`config.mk`:
```
export PLATFORM = sky130hd
export DESIGN_NAME = bulk_only_transport_host
export DESIGN_NICKNAME = d
export VERILOG_FILES = /design/src/bot_pkg.sv /design/src/bot_datapath.sv /design/src/bot_control.sv /design/src/bulk_only_transport_host.sv
export SDC_FILE = /design/constraint.sdc
export NUM_CORES = 1
export LEC_CHECK = 0
export BUFFER_PORTS_ARGS = -buffer_cell sky130_fd_sc_hd__buf_2
export CORE_UTILIZATION = 30
export CTS_CLUSTER_DIAMETER = 200
export DETAILED_ROUTE_END_ITERATION = 12
export GPL_TIMING_DRIVEN = 0
export PLACE_DENSITY_LB_ADDON = 0.3
export SLEW_MARGIN = 20
export SYNTH_ARGS = -nofsm -noshare
export SYNTH_HDL_FRONTEND = slang
export SYNTH_SLANG_ARGS = --single-unit
```
`constraint.sdc`:
```
create_clock -name clk -period 10.09 [get_ports clk]
set_input_delay 1.5135 -clock clk [delete_from_list [all_inputs] [get_ports clk]]
set_output_delay 1.5135 -clock clk [all_outputs]
set_load 0.1 [all_outputs]
```
`src/bot_pkg.sv`:
```
package bot_pkg;

  localparam int MaxCdbBytes = 16;
  localparam int WrapLen = 31;
  localparam logic [31:0] CmdSig = 32'h4342_5355;
  localparam logic [31:0] StsSig = 32'h5342_5355;
  localparam logic [3:0] StatusLen = 4'd13;

  typedef enum logic [1:0] {
    CMD_START = 2'd0,
    CMD_BYTE  = 2'd1,
    CMD_DONE  = 2'd2,
    CMD_CSW   = 2'd3
  } cmd_t;

  typedef enum logic [1:0] {
    KIND_WRAP    = 2'd0,
    KIND_UNSTALL = 2'd1,
    KIND_DONE    = 2'd2
  } kind_t;

  localparam logic [1:0] CS_HARD = 2'd2;
  localparam logic [1:0] REC_NONE = 2'd0;
  localparam logic [1:0] REC_RESET = 2'd1;
  localparam logic [1:0] REC_DETACH = 2'd2;

  localparam logic REG_WRONG_RES = 1'b0;
  localparam logic REG_ERR_LIMIT = 1'b1;

  // controller -> datapath
  typedef struct packed {
    logic take_start;  // latch start fields
    logic take_byte;   // store command byte
    logic take_done;   // record moved count
    logic csw_retry;   // mark status retried
    logic csw_fail;    // failure completion
    logic csw_good;    // good/check completion
    logic wrap_begin;  // bump tag, clear byte index
    logic wrap_step;   // advance byte index
  } bot_cmd_t;

  // datapath -> controller
  typedef struct packed {
    logic       start_zero;   // start item with zero command length
    logic       byte_ok;      // a command byte is awaited
    logic       byte_final;   // this byte completes the command
    logic       pend_zero;    // pending length is zero
    logic       unstall_in;   // data-done asks for unstall
    logic       csw_stall;    // first stall of this transaction
    logic       csw_bad;      // status wrapper check fails
    logic       wrap_end;     // index at last wrapper byte
  } bot_sts_t;

endpackage

```
`src/bot_datapath.sv`:
```
module bot_datapath #(
  parameter int MAX_CDB_BYTES = bot_pkg::MaxCdbBytes
) (
  input  logic                 clk,
  input  logic                 rst,
  input  logic [3:0]           lun,
  input  logic                 data_out,
  input  logic [31:0]          data_length,
  input  logic [4:0]           cdb_length,
  input  logic [7:0]           cdb_byte,
  input  logic signed [32:0]   transferred,
  input  logic [3:0]           csw_length,
  input  logic [31:0]          csw_signature,
  input  logic [31:0]          csw_tag,
  input  logic [31:0]          csw_residue,
  input  logic [7:0]           csw_status,
  input  logic                 cfg_wrong_res,
  input  logic [7:0]           cfg_err_limit,
  input  bot_pkg::bot_cmd_t    ctl,
  output bot_pkg::bot_sts_t    sts,
  output logic [7:0]           wrap_byte,
  output logic [1:0]           done_status,
  output logic [31:0]          done_count,
  output logic [1:0]           done_rec
);

  localparam int IdxW = $clog2(bot_pkg::WrapLen);

  logic [31:0]        command_tag;
  logic [7:0]         error_count;
  logic [3:0]         pending_lun;
  logic               pending_direction;
  logic [31:0]        pending_length;
  logic [7:0]         command_bytes [16];
  logic [4:0]         bytes_expected;
  logic [4:0]         bytes_received;
  logic signed [33:0] moved_count;
  logic               status_retried;
  logic [IdxW-1:0]    wrap_idx;

  logic [4:0]         n_sat;
  logic signed [34:0] residue;
  logic signed [34:0] bc;
  logic [4:0]         rcv_inc;
  logic [3:0]         cb_idx;

  assign n_sat   = (cdb_length > 5'(MAX_CDB_BYTES)) ? 5'(MAX_CDB_BYTES) : cdb_length;
  assign rcv_inc = bytes_received + 5'd1;

  assign sts.start_zero = (n_sat == 5'd0);
  assign sts.byte_ok    = (bytes_received < bytes_expected) && (bytes_received < 5'd16);
  assign sts.byte_final = (rcv_inc == bytes_expected);
  assign sts.pend_zero  = (pending_length == 32'd0);
  assign sts.unstall_in = ((transferred[32]) || (transferred == 33'sd0)) && !pending_direction;
  assign sts.csw_stall  = (csw_length == 4'd0) && !status_retried;
  assign sts.csw_bad    = (csw_length != bot_pkg::StatusLen) || (csw_signature != bot_pkg::StsSig)
                          || (csw_tag != command_tag) || (csw_status >= 8'd2);
  assign sts.wrap_end   = (wrap_idx == IdxW'(bot_pkg::WrapLen - 1));

  always_comb begin
    residue = {3'b000, csw_residue};
    if (csw_residue == 32'd0 || cfg_wrong_res) begin
      residue = 35'({1'b0, pending_length}) - 35'(moved_count);
    end
    bc = 35'({1'b0, pending_length}) - residue;
  end

  always_ff @(posedge clk) begin
    if (rst) begin
      command_tag       <= '0;
      error_count       <= '0;
      pending_lun       <= '0;
      pending_direction <= 1'b0;
      pending_length    <= '0;
      bytes_expected    <= '0;
      bytes_received    <= '0;
      moved_count       <= '0;
      status_retried    <= 1'b0;
      wrap_idx          <= '0;
      done_status       <= '0;
      done_count        <= '0;
      done_rec          <= '0;
      for (int i = 0; i < 16; i++) command_bytes[i] <= '0;
    end else begin
      if (ctl.take_start) begin
        pending_lun       <= lun;
        pending_direction <= data_out;
        pending_length    <= data_length;
        bytes_expected    <= n_sat;
        bytes_received    <= '0;
        moved_count       <= 34'({1'b0, data_length});
        status_retried    <= 1'b0;
      end
      if (ctl.take_byte) begin
        command_bytes[bytes_received[3:0]] <= cdb_byte;
        bytes_received <= rcv_inc;
      end
      if (ctl.take_done) moved_count <= 34'(transferred);
      if (ctl.csw_retry) status_retried <= 1'b1;
      if (ctl.csw_fail) begin
        done_status    <= bot_pkg::CS_HARD;
        done_count     <= '0;
        done_rec       <= (error_count > cfg_err_limit) ? bot_pkg::REC_DETACH
                                                         : bot_pkg::REC_RESET;
        if (error_count != 8'hff) error_count <= error_count + 8'd1;
        status_retried <= 1'b0;
      end
      if (ctl.csw_good) begin
        done_status <= csw_status[1:0];
        if (bc < 0) done_count <= '0;
        else if (bc > 35'sh0_FFFF_FFFF) done_count <= '1;
        else done_count <= bc[31:0];
        done_rec       <= bot_pkg::REC_NONE;
        error_count    <= '0;
        status_retried <= 1'b0;
      end
      if (ctl.wrap_begin) begin
        command_tag <= command_tag + 32'd1;
        wrap_idx    <= '0;
      end else if (ctl.wrap_step) begin
        wrap_idx <= wrap_idx + IdxW'(1);
      end
    end
  end

  // wrapper byte select from index
  assign cb_idx = 4'(wrap_idx - IdxW'(15));
  always_comb begin
    wrap_byte = 8'h00;
    if (wrap_idx < IdxW'(4))       wrap_byte = bot_pkg::CmdSig[8*wrap_idx[1:0] +: 8];
    else if (wrap_idx < IdxW'(8))  wrap_byte = command_tag[8*wrap_idx[1:0] +: 8];
    else if (wrap_idx < IdxW'(12)) wrap_byte = pending_length[8*wrap_idx[1:0] +: 8];
    else if (wrap_idx == IdxW'(12)) wrap_byte = pending_direction ? 8'h00 : 8'h80;
    else if (wrap_idx == IdxW'(13)) wrap_byte = {4'h0, pending_lun};
    else if (wrap_idx == IdxW'(14)) wrap_byte = {3'b000, bytes_expected};
    else if (5'(cb_idx) < bytes_expected) wrap_byte = command_bytes[cb_idx];
  end

endmodule

```
`src/bot_control.sv`:
```
module bot_control (
  input  logic              clk,
  input  logic              rst,
  input  logic              in_valid,
  output logic              in_ready,
  input  logic [1:0]        cmd,
  output logic              out_valid,
  input  logic              out_ready,
  output logic [1:0]        out_kind,
  output logic              out_last,
  output bot_pkg::bot_cmd_t ctl,
  input  bot_pkg::bot_sts_t sts
);

  typedef enum logic [3:0] {
    S_IDLE    = 4'b0001,
    S_WRAP    = 4'b0010,
    S_UNSTALL = 4'b0100,
    S_DONE    = 4'b1000
  } state_t;

  state_t state, state_next;
  logic   acc;

  assign in_ready = (state == S_IDLE);
  assign acc      = in_valid && in_ready;
  assign out_valid = (state != S_IDLE);

  always_comb begin
    unique case (state)
      S_WRAP:    out_kind = bot_pkg::KIND_WRAP;
      S_UNSTALL: out_kind = bot_pkg::KIND_UNSTALL;
      S_DONE:    out_kind = bot_pkg::KIND_DONE;
      default:   out_kind = bot_pkg::KIND_WRAP;
    endcase
  end
  assign out_last = (state == S_WRAP) && sts.wrap_end;

  always_comb begin
    ctl = '0;
    state_next = state;
    unique case (state)
      S_IDLE: begin
        if (acc) begin
          unique case (bot_pkg::cmd_t'(cmd))
            bot_pkg::CMD_START: begin
              ctl.take_start = 1'b1;
              if (sts.start_zero) begin
                ctl.wrap_begin = 1'b1;
                state_next = S_WRAP;
              end
            end
            bot_pkg::CMD_BYTE: begin
              if (sts.byte_ok) begin
                ctl.take_byte = 1'b1;
                if (sts.byte_final) begin
                  ctl.wrap_begin = 1'b1;
                  state_next = S_WRAP;
                end
              end
            end
            bot_pkg::CMD_DONE: begin
              if (!sts.pend_zero) begin
                ctl.take_done = 1'b1;
                if (sts.unstall_in) state_next = S_UNSTALL;
              end
            end
            default: begin
              if (sts.csw_stall) begin
                ctl.csw_retry = 1'b1;
                state_next = S_UNSTALL;
              end else if (sts.csw_bad) begin
                ctl.csw_fail = 1'b1;
                state_next = S_DONE;
              end else begin
                ctl.csw_good = 1'b1;
                state_next = S_DONE;
              end
            end
          endcase
        end
      end
      S_WRAP: begin
        if (out_ready) begin
          ctl.wrap_step = 1'b1;
          if (sts.wrap_end) state_next = S_IDLE;
        end
      end
      default: if (out_ready) state_next = S_IDLE;
    endcase
  end

  always_ff @(posedge clk) begin
    if (rst) state <= S_IDLE;
    else state <= state_next;
  end

`ifndef SYNTH
  a_no_accept_busy: assert property (@(posedge clk) disable iff (rst)
    (state != S_IDLE) |-> !in_ready) else $error("input taken while busy");
  a_last_ends: assert property (@(posedge clk) disable iff (rst)
    (out_valid && out_ready && out_last) |=> (state == S_IDLE)) else $error("run not closed");
  a_one_cmd: assert property (@(posedge clk) disable iff (rst)
    $onehot0({ctl.take_start, ctl.take_byte, ctl.take_done, ctl.csw_retry,
              ctl.csw_fail, ctl.csw_good})) else $error("conflicting commands");
`endif

endmodule

```
`src/bulk_only_transport_host.sv`:
```
// Host side of a USB bulk-only mass storage transaction. Items are taken one
// at a time: an item that gives no result leaves the block ready for the next
// item; an item that gives one result (unstall request or completion) holds
// off new input until out_ready takes the result; the final command byte (or
// a zero-length start) produces the 31-byte command wrapper, one byte per
// cycle that out_ready is high, with no new input taken until the last byte
// leaves. Configuration is written through cfg_we/cfg_index/cfg_data: index
// 0 wrong_residues, 1 error_limit.
module bulk_only_transport_host #(
  parameter int MAX_CDB_BYTES = bot_pkg::MaxCdbBytes
) (
  input  logic               clk,
  input  logic               rst,
  input  logic               cfg_we,
  input  logic               cfg_index,
  input  logic [7:0]         cfg_data,
  input  logic               in_valid,
  output logic               in_ready,
  input  logic [1:0]         cmd,
  input  logic [3:0]         lun,
  input  logic               data_out,
  input  logic [31:0]        data_length,
  input  logic [4:0]         cdb_length,
  input  logic [7:0]         cdb_byte,
  input  logic signed [32:0] transferred,
  input  logic [3:0]         csw_length,
  input  logic [31:0]        csw_signature,
  input  logic [31:0]        csw_tag,
  input  logic [31:0]        csw_residue,
  input  logic [7:0]         csw_status,
  output logic               out_valid,
  input  logic               out_ready,
  output logic [1:0]         result_kind,
  output logic [7:0]         wrapper_byte,
  output logic               last,
  output logic [1:0]         completion_status,
  output logic [31:0]        byte_count,
  output logic [1:0]         recovery
);

  logic              wrong_residues;
  logic [7:0]        error_limit;
  bot_pkg::bot_cmd_t ctl;
  bot_pkg::bot_sts_t sts;
  logic [7:0]        wb;
  logic [1:0]        dst;
  logic [31:0]       dcnt;
  logic [1:0]        drec;
  logic [1:0]        kind;
  logic              is_done;

  always_ff @(posedge clk) begin
    if (rst) begin
      wrong_residues <= 1'b0;
      error_limit    <= 8'd15;
    end else if (cfg_we) begin
      if (cfg_index == bot_pkg::REG_WRONG_RES) wrong_residues <= cfg_data[0];
      else error_limit <= cfg_data;
    end
  end

  bot_control u_ctl (
    .clk(clk), .rst(rst), .in_valid(in_valid), .in_ready(in_ready), .cmd(cmd),
    .out_valid(out_valid), .out_ready(out_ready), .out_kind(kind), .out_last(last),
    .ctl(ctl), .sts(sts)
  );

  bot_datapath #(.MAX_CDB_BYTES(MAX_CDB_BYTES)) u_dp (
    .clk(clk), .rst(rst), .lun(lun), .data_out(data_out),
    .data_length(data_length), .cdb_length(cdb_length), .cdb_byte(cdb_byte),
    .transferred(transferred), .csw_length(csw_length), .csw_signature(csw_signature),
    .csw_tag(csw_tag), .csw_residue(csw_residue), .csw_status(csw_status),
    .cfg_wrong_res(wrong_residues), .cfg_err_limit(error_limit),
    .ctl(ctl), .sts(sts), .wrap_byte(wb), .done_status(dst), .done_count(dcnt),
    .done_rec(drec)
  );

  assign is_done           = (kind == bot_pkg::KIND_DONE);
  assign result_kind       = kind;
  assign wrapper_byte      = (kind == bot_pkg::KIND_WRAP) ? wb : 8'h00;
  assign completion_status = is_done ? dst : 2'd0;
  assign byte_count        = is_done ? dcnt : 32'd0;
  assign recovery          = is_done ? drec : bot_pkg::REC_NONE;

endmodule
```
== Word-level counts from Yosys, hierarchy flattened ==
Memory sizes are Yosys's and may differ from the RTL's.
Cells that the tools add are included.
Cells by class
  add/subtract/negate cells: 7
  order comparisons: 11
  equality and inequality tests: 25
  shifts and indexed selects: 3
  multiplexer cells: 66
  bitwise gates (word level): 1
  reductions and logical operators: 33
Operator list (number)
  $mux W32: 5
  $mux W8: 10
  $mux W34: 2
  $logic_not A32 Y1: 2
  $shiftx A32 B6 Y8: 2
  $mux W4: 11
  $gt A35 B33 Y1 const B: 1
  $lt A35 B1 Y1 const B: 1
  $mux W35: 1
  $sub A32 B35 Y35: 1
  $sub A33 B34 Y35: 1
  $logic_not A33 Y1: 1
  $add A32 B1 Y32 const B: 1
  $ne A32 B31 Y1 const B: 1
  $ne A32 B32 Y1: 1
  $shiftx A32 B6 Y8 const A: 1
  $mux W1: 21
  $eq A5 B4 Y1 const B: 3
  $mux W5: 3
  $ne A3 B3 Y1 const B: 5
  $mux W7: 2
  $mux W2: 6
  $pmux W4 S3: 1
  $add A5 B1 Y5 const B: 2
  other kinds (40): 61
Word-level totals
  flip-flop bits (word level): 176
  memory bits (writable): 128
  input port bits: 207
  output and inout bits: 49
  word-level logic and storage cells: 163
  memories kept: 1
Memories
  u_dp.command_bytes: depth 16, width 8, read ports 1, clocked after memory_dff 0, wr ports 16, RTL line bot_datapath.sv:34  | logic [7:0] command_bytes [16];

== Longest topological paths before layout ==
Gate-level depths: netlist of the first run.
  word-level depth: 14
  mapped depth: 26

== By module ==
A second synthesis of the first run with hierarchy kept.
Unflattened totals
  cells, all modules: 1993
  area total of the unflattened synthesis: 18911.9 um2
By module, submodules not included
  bot_datapath: times used 1, cells each 1861, area each 17859.6 um2, seq. area each 7086.8 um2
  bulk_only_transport_host: times used 1, cells each 86, area each 690.7 um2, seq. area each 180.2 um2
  bot_control: times used 1, cells each 46, area each 361.6 um2, seq. area each 80.1 um2

== Worst setup path before layout of the first run ==
No wires, ideal clock.
  path kind: flip-flop to output port
  start: reg u_dp.wrap_idx[0]
  end: out wrapper_byte[6]
  data arrival time: 5.789 ns
  slack: 2.788 ns
  stages on the path, launching flop included: 16
  path through: dfxtp_1 -> buf_4 -> buf_4 -> buf_2 -> clkbuf_1 -> inv_1 -> ha_1 -> clkbuf_1 -> clkbuf_1 -> clkbuf_1 -> mux4_2 -> mux4_2 -> nand2_1 -> nand2_1 -> o31ai_1 -> a221oi_1
On the way
  word-level cells in the longest chain between the ends: 10
  elaborated cells between the ends (all ways): 20
  those cells by class: 1 x add/sub; 4 x order compare; 3 x eq/ne; 3 x shift; 8 x mux; 1 x memory
Ends and longest elaborated chain
  from (decl): RTL line bot_datapath.sv:39  | logic [IdxW-1:0] wrap_idx;
  from (signal assigned): RTL line bot_datapath.sv:121  | wrap_idx <= wrap_idx + IdxW'(1);
  $sub A4 B4 Y4 *: RTL line bot_datapath.sv:127  | assign cb_idx = 4'(wrap_idx - IdxW'(15));
  named net u_dp.cb_idx[0]: RTL line bot_datapath.sv:45  | logic [3:0] cb_idx;
  $mem_v2 Z16 W8 / $lt A4 B5 Y1 (equally long branches)
  $mux W8 *: RTL line bot_datapath.sv:136  | else if (5'(cb_idx) < bytes_expected) wrap_byte = command_bytes[cb_idx];
  $mux W8 *: RTL line bot_datapath.sv:135  | else if (wrap_idx == IdxW'(14)) wrap_byte = {3'b000, bytes_expected};
  $mux W8 *: RTL line bot_datapath.sv:134  | else if (wrap_idx == IdxW'(13)) wrap_byte = {4'h0, pending_lun};
  $mux W8 *: RTL line bot_datapath.sv:133  | else if (wrap_idx == IdxW'(12)) wrap_byte = pending_direction ? 8'h00 : 8'h80;
  $mux W8 *: RTL line bot_datapath.sv:132  | else if (wrap_idx < IdxW'(12)) wrap_byte = pending_length[8*wrap_idx[1:0] +: 8];
  $mux W8 *: RTL line bot_datapath.sv:131  | else if (wrap_idx < IdxW'(8)) wrap_byte = command_tag[8*wrap_idx[1:0] +: 8];
  $mux W8 *: RTL line bot_datapath.sv:130  | if (wrap_idx < IdxW'(4)) wrap_byte = bot_pkg::CmdSig[8*wrap_idx[1:0] +: 8];
  $mux W8 *: RTL line bulk_only_transport_host.sv:80  | assign wrapper_byte = (kind == bot_pkg::KIND_WRAP) ? wb : 8'h00;
  to (decl): RTL line bulk_only_transport_host.sv:34  | output logic [7:0] wrapper_byte,
Mark *: on every way through the listed nets, which the timed path passes. The rest lies on a longest branch.

== Final worst setup path of the first run ==
  start: reg u_dp.wrap_idx[0]
  end: out wrapper_byte[7]
The elaborated chain is that of the path after synthesis.

==> results of run 1 <==
==> cell type report <==
type / count / area, um^2
Clock buffer: 42 / 976
Tap cell: 837 / 1050
Multi-Input combinational cell: 1586 / 10700
Timing Repair Buffer: 251 / 1260
Buffer: 98 / 404
Fill cell: 6417 / 39400
Sequential cell: 303 / 7350
Inverter: 81 / 304
Clock inverter: 24 / 254
==> logic make-up after synthesis <==
group,after synthesis,synth area share
AND/OR/NAND/NOR,852,0.228
buffers and inverters,179,0.0377
adder cells (fa/ha/maj),94,0.0635
AO/OA/AOI/OAI,447,0.146
XOR/XNOR,120,0.0560
flip-flops,303,0.392
multiplexers,73,0.0773
==> tightest hold or removal path, delay by kind of cell (launching register included) <==
family / cells / cell delay, ps
DFF: 1 / 300
AOI/OAI and AO/OA: 1 / 50
and+or+nand+nor: 1 / 50
==> worst min path at each step <==
stage	end	slack, ps
finish	u_dp.done_count[1]	440
global placement	u_dp.done_count[5]	430
CTS	u_dp.done_count[0]	440
detailed placement	u_dp.done_count[0]	440
floorplan	u_dp.done_count[28]	420
global route	u_dp.done_count[20]	460
==> placed cells by master, fill, tap and decap left out, drive strengths merged, types with 31 or more instances in the layout <==
master | Yosys | final
buf | 14 | 265
nand2 | 253 | 253
nor2 | 187 | 187
dfxtp | 175 | 175
a21oi | 170 | 170
and2 | 170 | 170
edfxtp | 128 | 128
clkbuf | 84 | 126
o21ai | 118 | 118
ha | 92 | 92
xnor2 | 91 | 91
inv | 80 | 83
mux4 | 56 | 56
nand3 | 41 | 41
nand4 | 34 | 34
a311oi | 32 | 32
a21o | 31 | 31
==> flip-flops by register name (all words and copies together) (netlist names), 5 cells and up <==
| signal | flops |
|---|---|
| u_dp.command_tag | 32 |
| error_limit | 8 |
| u_dp.command_bytes | 128 |
| u_dp.bytes_received | 5 |
| u_dp.error_count | 8 |
| u_dp.wrap_idx | 5 |
| u_dp.pending_length | 32 |
| u_dp.bytes_expected | 5 |
| u_dp.moved_count | 33 |
| u_dp.done_count | 32 |
==> routing by layer <==
layer / GRT usage / part of all wire / wire, um / vias up
met5: 0 / 0.0011 / 70 / -
met4: 0.0656 / 0.030 / 1960 / 10
li1: - / - / - / 8002
met3: 0.0323 / 0.061 / 4060 / 116
met1: 0.258 / 0.42 / 27900 / 8162
met2: 0.362 / 0.49 / 32200 / 558
==> power by group through the flow <==
stage                     Clock [mW]  Sequential, mW  Combinational [mW]
final                           1.38            1.38               0.954
after global routing            1.45            1.39                1.04
after CTS                       1.41            1.38               0.951
after detailed placement           0            1.41               0.947
after global placement             0            1.40               0.935
after floorplan                    0            1.38               0.676
==> results_dict.tcl, run 1 <==
set metrics [dict create \
    diodes 0 \
    wl_per_cell_um 20.5 \
    ys_warn_count 0 \
    tightestPinTransition_ps 1060 \
    dp_cells 3156 \
    worstPathRequired_ps 8580 \
    maxCapViolations 0 \
    ys_types 77 \
    period_share 0.800 \
    p_sw_frac 0.325 \
    clockRootBuffer "clkbuf_16" \
    finalPower_mw 3.71 \
    crit_family "buffers and inverters" \
    fin_crit_ps 8080 \
    ctsHoldBuffers 0 \
    cellLeakagePower_nw 8.65 \
    synth_edf_count 128 \
    critical_path_depth 16 \
    status "finished clean" \
    whs_ps 443 \
    htree_levels 2 \
    post-route-util 0.362 \
    finalHoldViolCount 0 \
    synth_top_cell_area_share 0.205 \
    nNetsFinal 2659 \
    crit_slowest_cell "clkbuf_1" \
    dieArea_um2 63600 \
    relSlewSlack 0.291 \
    hold_path_startpoint "u_dp.done_count[1]" \
    rsz0062_at_grt "no" \
    worst-path-buf-inv 9 \
    powerDensity_nw_per_um2 166 \
    ys.flop_type "dfxtp_1" \
    crit_top_cell "clkbuf_1" \
    drt_iter0_drc 1209 \
    final_area_um2 22300 \
    die-height_um 252 \
    pin_count 256 \
    finalNonFillerCells 3222 \
    dp_slack_ps 2540 \
    yosysMostFrequentCell "nand2_1" \
    overflow 0 \
    power_switching_mw 1.21 \
    grt_pass1_wl_um 99800 \
    p_clk_frac 0.371 \
    cp_max_fo 10 \
    wl_um 66100 \
    drt-vias-per-instance 5.23 \
    clock_skew_ps 29.8 \
    drtAntennaViolNets 0 \
    seqPwrFrac 0.372 \
    r2r_end "u_dp.done_count[29]" \
    ys_ff_latch 303 \
    grt_max_degree 14 \
    die_w_um 252 \
    grt.total_usage 0.206 \
    r2r-start "u_dp.pending_length[0]" \
    cts_setup_buffers 0 \
    maxSlewViolCount 0 \
    first_global_vias 16800 \
    postCtsResizedCells 0 \
    worstHoldPathType "reg -> reg" \
    num_rows 91 \
    setup.worst_path.start "u_dp.wrap_idx[0]" \
    dp_hpwl_um 52300 \
    clkTransAtPathRegs_ps 60 \
    drc 0 \
    crit_path_end_kind "output port" \
    io_buffers 251 \
    synthArstFlopShare 0 \
    ctsLongestPathBuffers 3 \
    arrival_ps 6560 \
    antenna_found_initial 5 \
    synth-seq-area-share 0.392 \
    first_pass_iters 6 \
    placed_area_um2 21100 \
    syn_nets 2369 \
    netlist_area_um2 18800 \
    endpoint "wrapper_byte[7]" \
    cts_tree "built" \
    synth_cells 2068 \
    numCtsBuffers 37 \
    internal_power_mw 2.50 \
    power_frac_comb 0.257 \
    yosysTopAreaCell "edfxtp_1" \
    synth.area.top_cells "edfxtp_1, dfxtp_1, ha_1" \
    cpPeakStageDelay_ps 690 \
    cp-start-kind "flop" \
    path_cells "buf_4, buf_4, buf_2, clkbuf_1, inv_1, ha_1, clkbuf_1, clkbuf_1, clkbuf_1, mux4_2, mux4_1, a22oi_1, o21ai_0, a21oi_1, nor2_1, buf_2" \
    holdPathStages 2 \
    clock_sinks 303 \
    core_area_um2 61700 \
    yosys-top-cells-count "nand2_1, nor2_1, dfxtp_1" \
    ff2ff_path_depth 24 \
    max_freq_mhz 124 \
    setup_tns_ps 0 \
    critPathKind "reg -> out" \
    r2r_setup_slack_ps 3910 \
    start_util 0.304 \
    clock_latency_ps 570 \
    drive_gt1_frac 0.166 \
    setup_ws_ps 2010 \
    area_growth_pct 18.9 \
    place_congestion 0.920 \
    setup_viol 0 \
    avgSynthCellArea_um2 9.07 \
    vias 16800 \
    irDropWorstVdd_mv 0.144 \
]
(Power assumes the default switching activity.)
==> run 2, diff against run 1 <==
==> constraint.sdc (replaced) <==
create_clock -name clk -period 8 [get_ports clk]
set_input_delay 1.2 -clock clk [delete_from_list [all_inputs] [get_ports clk]]
set_output_delay 1.2 -clock clk [all_outputs]
set_load 0.1 [all_outputs]
==> results_dict.tcl, run 2 (same netlist as run 1, synthesis figures left out) <==
set metrics [dict create \
    status "finished clean" \
    htree_levels 2 \
    numCtsBuffers 37 \
    diodes 0 \
    crit_path_end_kind "output port" \
    setup_ws_ps 491 \
    cp-start-kind "flop" \
    first_pass_iters 6 \
    ff2ff_path_depth 24 \
    period_share 0.939 \
    rsz0062_at_grt "no" \
    cts_setup_buffers 0 \
    clockRootBuffer "clkbuf_16" \
    finalNonFillerCells 3222 \
    final_common_cell "buf_2" \
    largest_register "u_dp.command_bytes" \
    die_w_um 252 \
    core_area_um2 61700 \
    dp_hpwl_um 52300 \
    finalHoldViolCount 0 \
    p_sw_frac 0.325 \
    fin_crit_ps 7510 \
    maxSlewViolCount 0 \
    postCtsResizedCells 0 \
    cellLeakagePower_nw 8.66 \
    max_freq_mhz 133 \
    overflow 0 \
    clock_sinks 303 \
    worstHoldPathType "reg -> reg" \
    grt_max_degree 14 \
    wl_um 66100 \
    pin_count 256 \
    vias 16900 \
    drc 0 \
    holdPathStages 2 \
    clock_latency_ps 570 \
    area_growth_pct 18.9 \
    maxCapViolations 0 \
    power_frac_comb 0.257 \
    power_switching_mw 1.52 \
    io_buffers 251 \
    critPathKind "reg -> out" \
    setup_tns_ps 0 \
    clkTransAtPathRegs_ps 60 \
    drive_gt1_frac 0.166 \
    largest_reg_flops 128 \
    ctsHoldBuffers 0 \
    grt.total_usage 0.206 \
    first_global_vias 16800 \
    start_util 0.304 \
    setup_viol 0 \
    wl_per_cell_um 20.5 \
    powerDensity_nw_per_um2 210 \
    nNetsFinal 2659 \
    top_regs "u_dp.command_bytes: 128 flops, u_dp.moved_count: 33 flops" \
    ctsLongestPathBuffers 3 \
    antenna_found_initial 5 \
    p_clk_frac 0.371 \
    dieArea_um2 63600 \
    cp_max_fo 10 \
    dp_cells 3156 \
    dp_slack_ps 768 \
    cts_tree "built" \
    drt_iter0_drc 1202 \
    die-height_um 252 \
    relSlewSlack 0.301 \
    clock_skew_ps 29.7 \
    grt_pass1_wl_um 99800 \
    num_rows 91 \
    irDropWorstVdd_mv 0.181 \
    place_congestion 0.920 \
    seqPwrFrac 0.372 \
    arrival_ps 6310 \
    finalPower_mw 4.68 \
    drtAntennaViolNets 0 \
    worstPathRequired_ps 6800 \
    tightestPinTransition_ps 1050 \
    drt-vias-per-instance 5.23 \
    layout_common_cells "buf_2, nand2_1, nor2_1, dfxtp_1" \
    internal_power_mw 3.16 \
]
-- run 2: cell counts in the layout (fill, tap and decap cells not counted) --
No cell type changed its count.
-- run 2: path summary, 6_finish.rpt --
check / slack, ps / endpoint / startpoint
setup / recovery: 490 / wrapper_byte[7] / u_dp.wrap_idx[0]
hold / removal: 440 / u_dp.done_count[1] / u_dp.done_count[1]
setup reg to reg: 1800 / u_dp.done_count[29] / u_dp.pending_length[0]
hold reg to reg: 440 / u_dp.done_count[1] / u_dp.done_count[1]
-- run 2: through the flow --
step / util / hold slack [ps] / area, um^2
after floorplan: - / 417 / 18800
after global placement: 0.341 / 434 / 21100
after detailed placement: 0.342 / 437 / 21100
after CTS: 0.362 / 444 / 22300
after global routing: 0.362 / 464 / 22300
final: 0.362 / 443 / 22300
-- run 2: power groups by stage --
stage | registers (mW) | logic, mW | clock network [mW]
5_1_grt | 1.75 | 1.32 | 1.83
2_1_floorplan | 1.74 | 0.853 | 0
3_3_place_gp | 1.77 | 1.18 | 0
4_1_cts | 1.74 | 1.20 | 1.77
6_report | 1.74 | 1.20 | 1.73
3_5_place_dp | 1.77 | 1.19 | 0
-- run 2: area by class of cell --
type                       instances  area [um^2]
tap                              837         1050
buffer                            98          405
inverter                          81          304
clock inverter                    24          254
fill                            6416        39400
clock buffer                      42          976
multi-input combinational       1586        10700
sequential                       303         7350
timing repair buffer             251         1260
-- run 2: routing by layer --
metal  vias up  GRT usage  part of all wire
li1       8004          -                 -
met3       114     0.0323             0.058
met2       529      0.362              0.49
met1      8203      0.258              0.42
met4        10     0.0656             0.030
met5         -          0            0.0011
-- run 2: worst max-delay path, stage by stage (launching register included) --
cell	delay, ps
dfxtp_1	370
buf_4	220
buf_4	270
buf_2	380
clkbuf_1	550
inv_1	210
ha_1	400
clkbuf_1	320
clkbuf_1	600
clkbuf_2	470
mux4_2	420
mux4_1	560
a22oi_1	270
o21ai_0	110
a21oi_1	170
nor2_1	100
buf_2	320
==> run 3, diff against run 2 <==
--- a/config.mk
+++ b/config.mk
@@ -10,7 +10,7 @@
 export CTS_CLUSTER_DIAMETER = 200
 export DETAILED_ROUTE_END_ITERATION = 12
 export GPL_TIMING_DRIVEN = 0
-export PLACE_DENSITY_LB_ADDON = 0.3
+export PLACE_DENSITY = 0.44
 export SLEW_MARGIN = 20
 export SYNTH_ARGS = -nofsm -noshare
 export SYNTH_HDL_FRONTEND = slang
==> results_dict.tcl, run 3 (same netlist as run 1, synthesis figures left out) <==
set metrics [dict create \
    status "finished clean" \
    die-height_um 252 \
    dieArea_um2 63600 \
    irDropWorstVdd_mv 0.129 \
    clock_skew_ps 30.6 \
    arrival_ps 6220 \
    wl_per_cell_um 21.0 \
    whs_ps 438 \
    fin_crit_ps 7420 \
    place_congestion 0.869 \
    drt-vias-per-instance 5.13 \
    diodes 0 \
    drtAntennaViolNets 0 \
    powerDensity_nw_per_um2 210 \
    drt_iter0_drc 1054 \
    cts_setup_buffers 0 \
    period_share 0.927 \
    clock_sinks 303 \
    drc 0 \
    drive_gt1_frac 0.164 \
    wl_um 67800 \
    finalHoldViolCount 0 \
    largest_register "u_dp.command_bytes" \
    critPathKind "reg -> out" \
    cp_max_fo 10 \
    ctsHoldBuffers 0 \
    num_rows 91 \
    top_regs "u_dp.command_bytes: 128 flops, u_dp.moved_count: 33 flops" \
    worstHoldPathType "reg -> reg" \
    worstPathRequired_ps 6800 \
    die_w_um 252 \
    ff2ff_path_depth 24 \
    htree_levels 2 \
    setup_viol 0 \
    dp_hpwl_um 53900 \
    grt_pass1_wl_um 102000 \
    holdPathStages 2 \
    seqPwrFrac 0.372 \
    nNetsFinal 2662 \
    numCtsBuffers 38 \
    power_switching_mw 1.52 \
    grt_max_degree 13 \
    overflow 0 \
    cellLeakagePower_nw 8.66 \
    fillers 6456 \
    largest_reg_flops 128 \
    rsz0062_at_grt "no" \
    final_common_cell "buf_2" \
    first_pass_iters 5 \
    max_freq_mhz 135 \
    start_util 0.304 \
    maxCapViolations 0 \
    pin_count 256 \
    area_growth_pct 19.1 \
    antenna_found_initial 0 \
    vias 16600 \
    core_area_um2 61700 \
    tightestPinTransition_ps 1060 \
    clkTransAtPathRegs_ps 60 \
    cp-start-kind "flop" \
    relSlewSlack 0.291 \
    clockRootBuffer "clkbuf_16" \
    power_frac_comb 0.255 \
    p_clk_frac 0.373 \
    clock_latency_ps 580 \
    layout_common_cells "buf_2, nand2_1, nor2_1, dfxtp_1" \
    cts_tree "built" \
    crit_path_end_kind "output port" \
    grt.total_usage 0.213 \
    first_global_vias 16700 \
    ctsLongestPathBuffers 3 \
    p_sw_frac 0.324 \
    postCtsResizedCells 1 \
    maxSlewViolCount 0 \
    setup_tns_ps 0 \
    internal_power_mw 3.18 \
    io_buffers 251 \
]
run 3: cell count changes in the layout (fill, tap and decap cells not counted), moves of 2 or more:
cell / delta
inv_6: -2
clkbuf_1: +7
clkinv_2: -7
clkinv_1: +2
buf_4: +2
run 3: worst paths after layout:
path / from / end / slack, ps
setup / recovery: u_dp.wrap_idx[0] / wrapper_byte[7] / 580
hold / removal: u_dp.done_count[5] / u_dp.done_count[5] / 440
setup reg to reg: u_dp.pending_length[0] / u_dp.done_count[3] / 1810
hold reg to reg: u_dp.done_count[5] / u_dp.done_count[5] / 440
run 3: metal layers:
layer / share of wire / track usage
met5: 0 / 0
met4: 0.026 / 0.0634
met3: 0.041 / 0.0266
met2: 0.49 / 0.378
met1: 0.44 / 0.268
run 3: power by group through the flow:
stage	logic (mW)	registers (mW)	clock network [mW]
4_1_cts	1.20	1.75	1.79
3_3_place_gp	1.19	1.78	0
2_1_floorplan	0.853	1.74	0
5_1_grt	1.32	1.75	1.85
3_5_place_dp	1.20	1.78	0
6_report	1.20	1.75	1.75
run 3: final cells by class:
type / count / area (um^2) / area share
Clock buffer: 51 / 1020 / 0.0456
Multi-Input combinational cell: 1586 / 10700 / 0.480
Timing Repair Buffer: 253 / 1270 / 0.0569
Inverter: 81 / 304 / 0.0136
Tap cell: 837 / 1050 / 0.0469
Buffer: 98 / 407 / 0.0182
Clock inverter: 17 / 221 / 0.00991
Sequential cell: 303 / 7350 / 0.329
run 3: stage by stage:
stage	power [mW]	area, um^2	worst slack, ps	instances	util
final	4.70	22300	583	3226	0.362
after global routing	4.92	22300	213	3226	0.362
after CTS	4.74	22300	118	3226	0.362
after detailed placement	2.98	21100	386	3158	0.342
after global placement	2.97	21100	421	3156	0.341
after floorplan	2.60	18800	1010	2068	-
run 3: critical path, stage by stage (launching register included):
cell and delay, ps:
dfxtp_1 350, buf_4 230, buf_4 310, buf_2 430, clkbuf_2 370, inv_1 150, ha_1 390, clkbuf_1 370
clkbuf_1 520, clkbuf_2 510, mux4_2 450, mux4_1 560, a22oi_1 330, o21ai_0 130, a21oi_1 160, nor2_1 60
buf_2 310
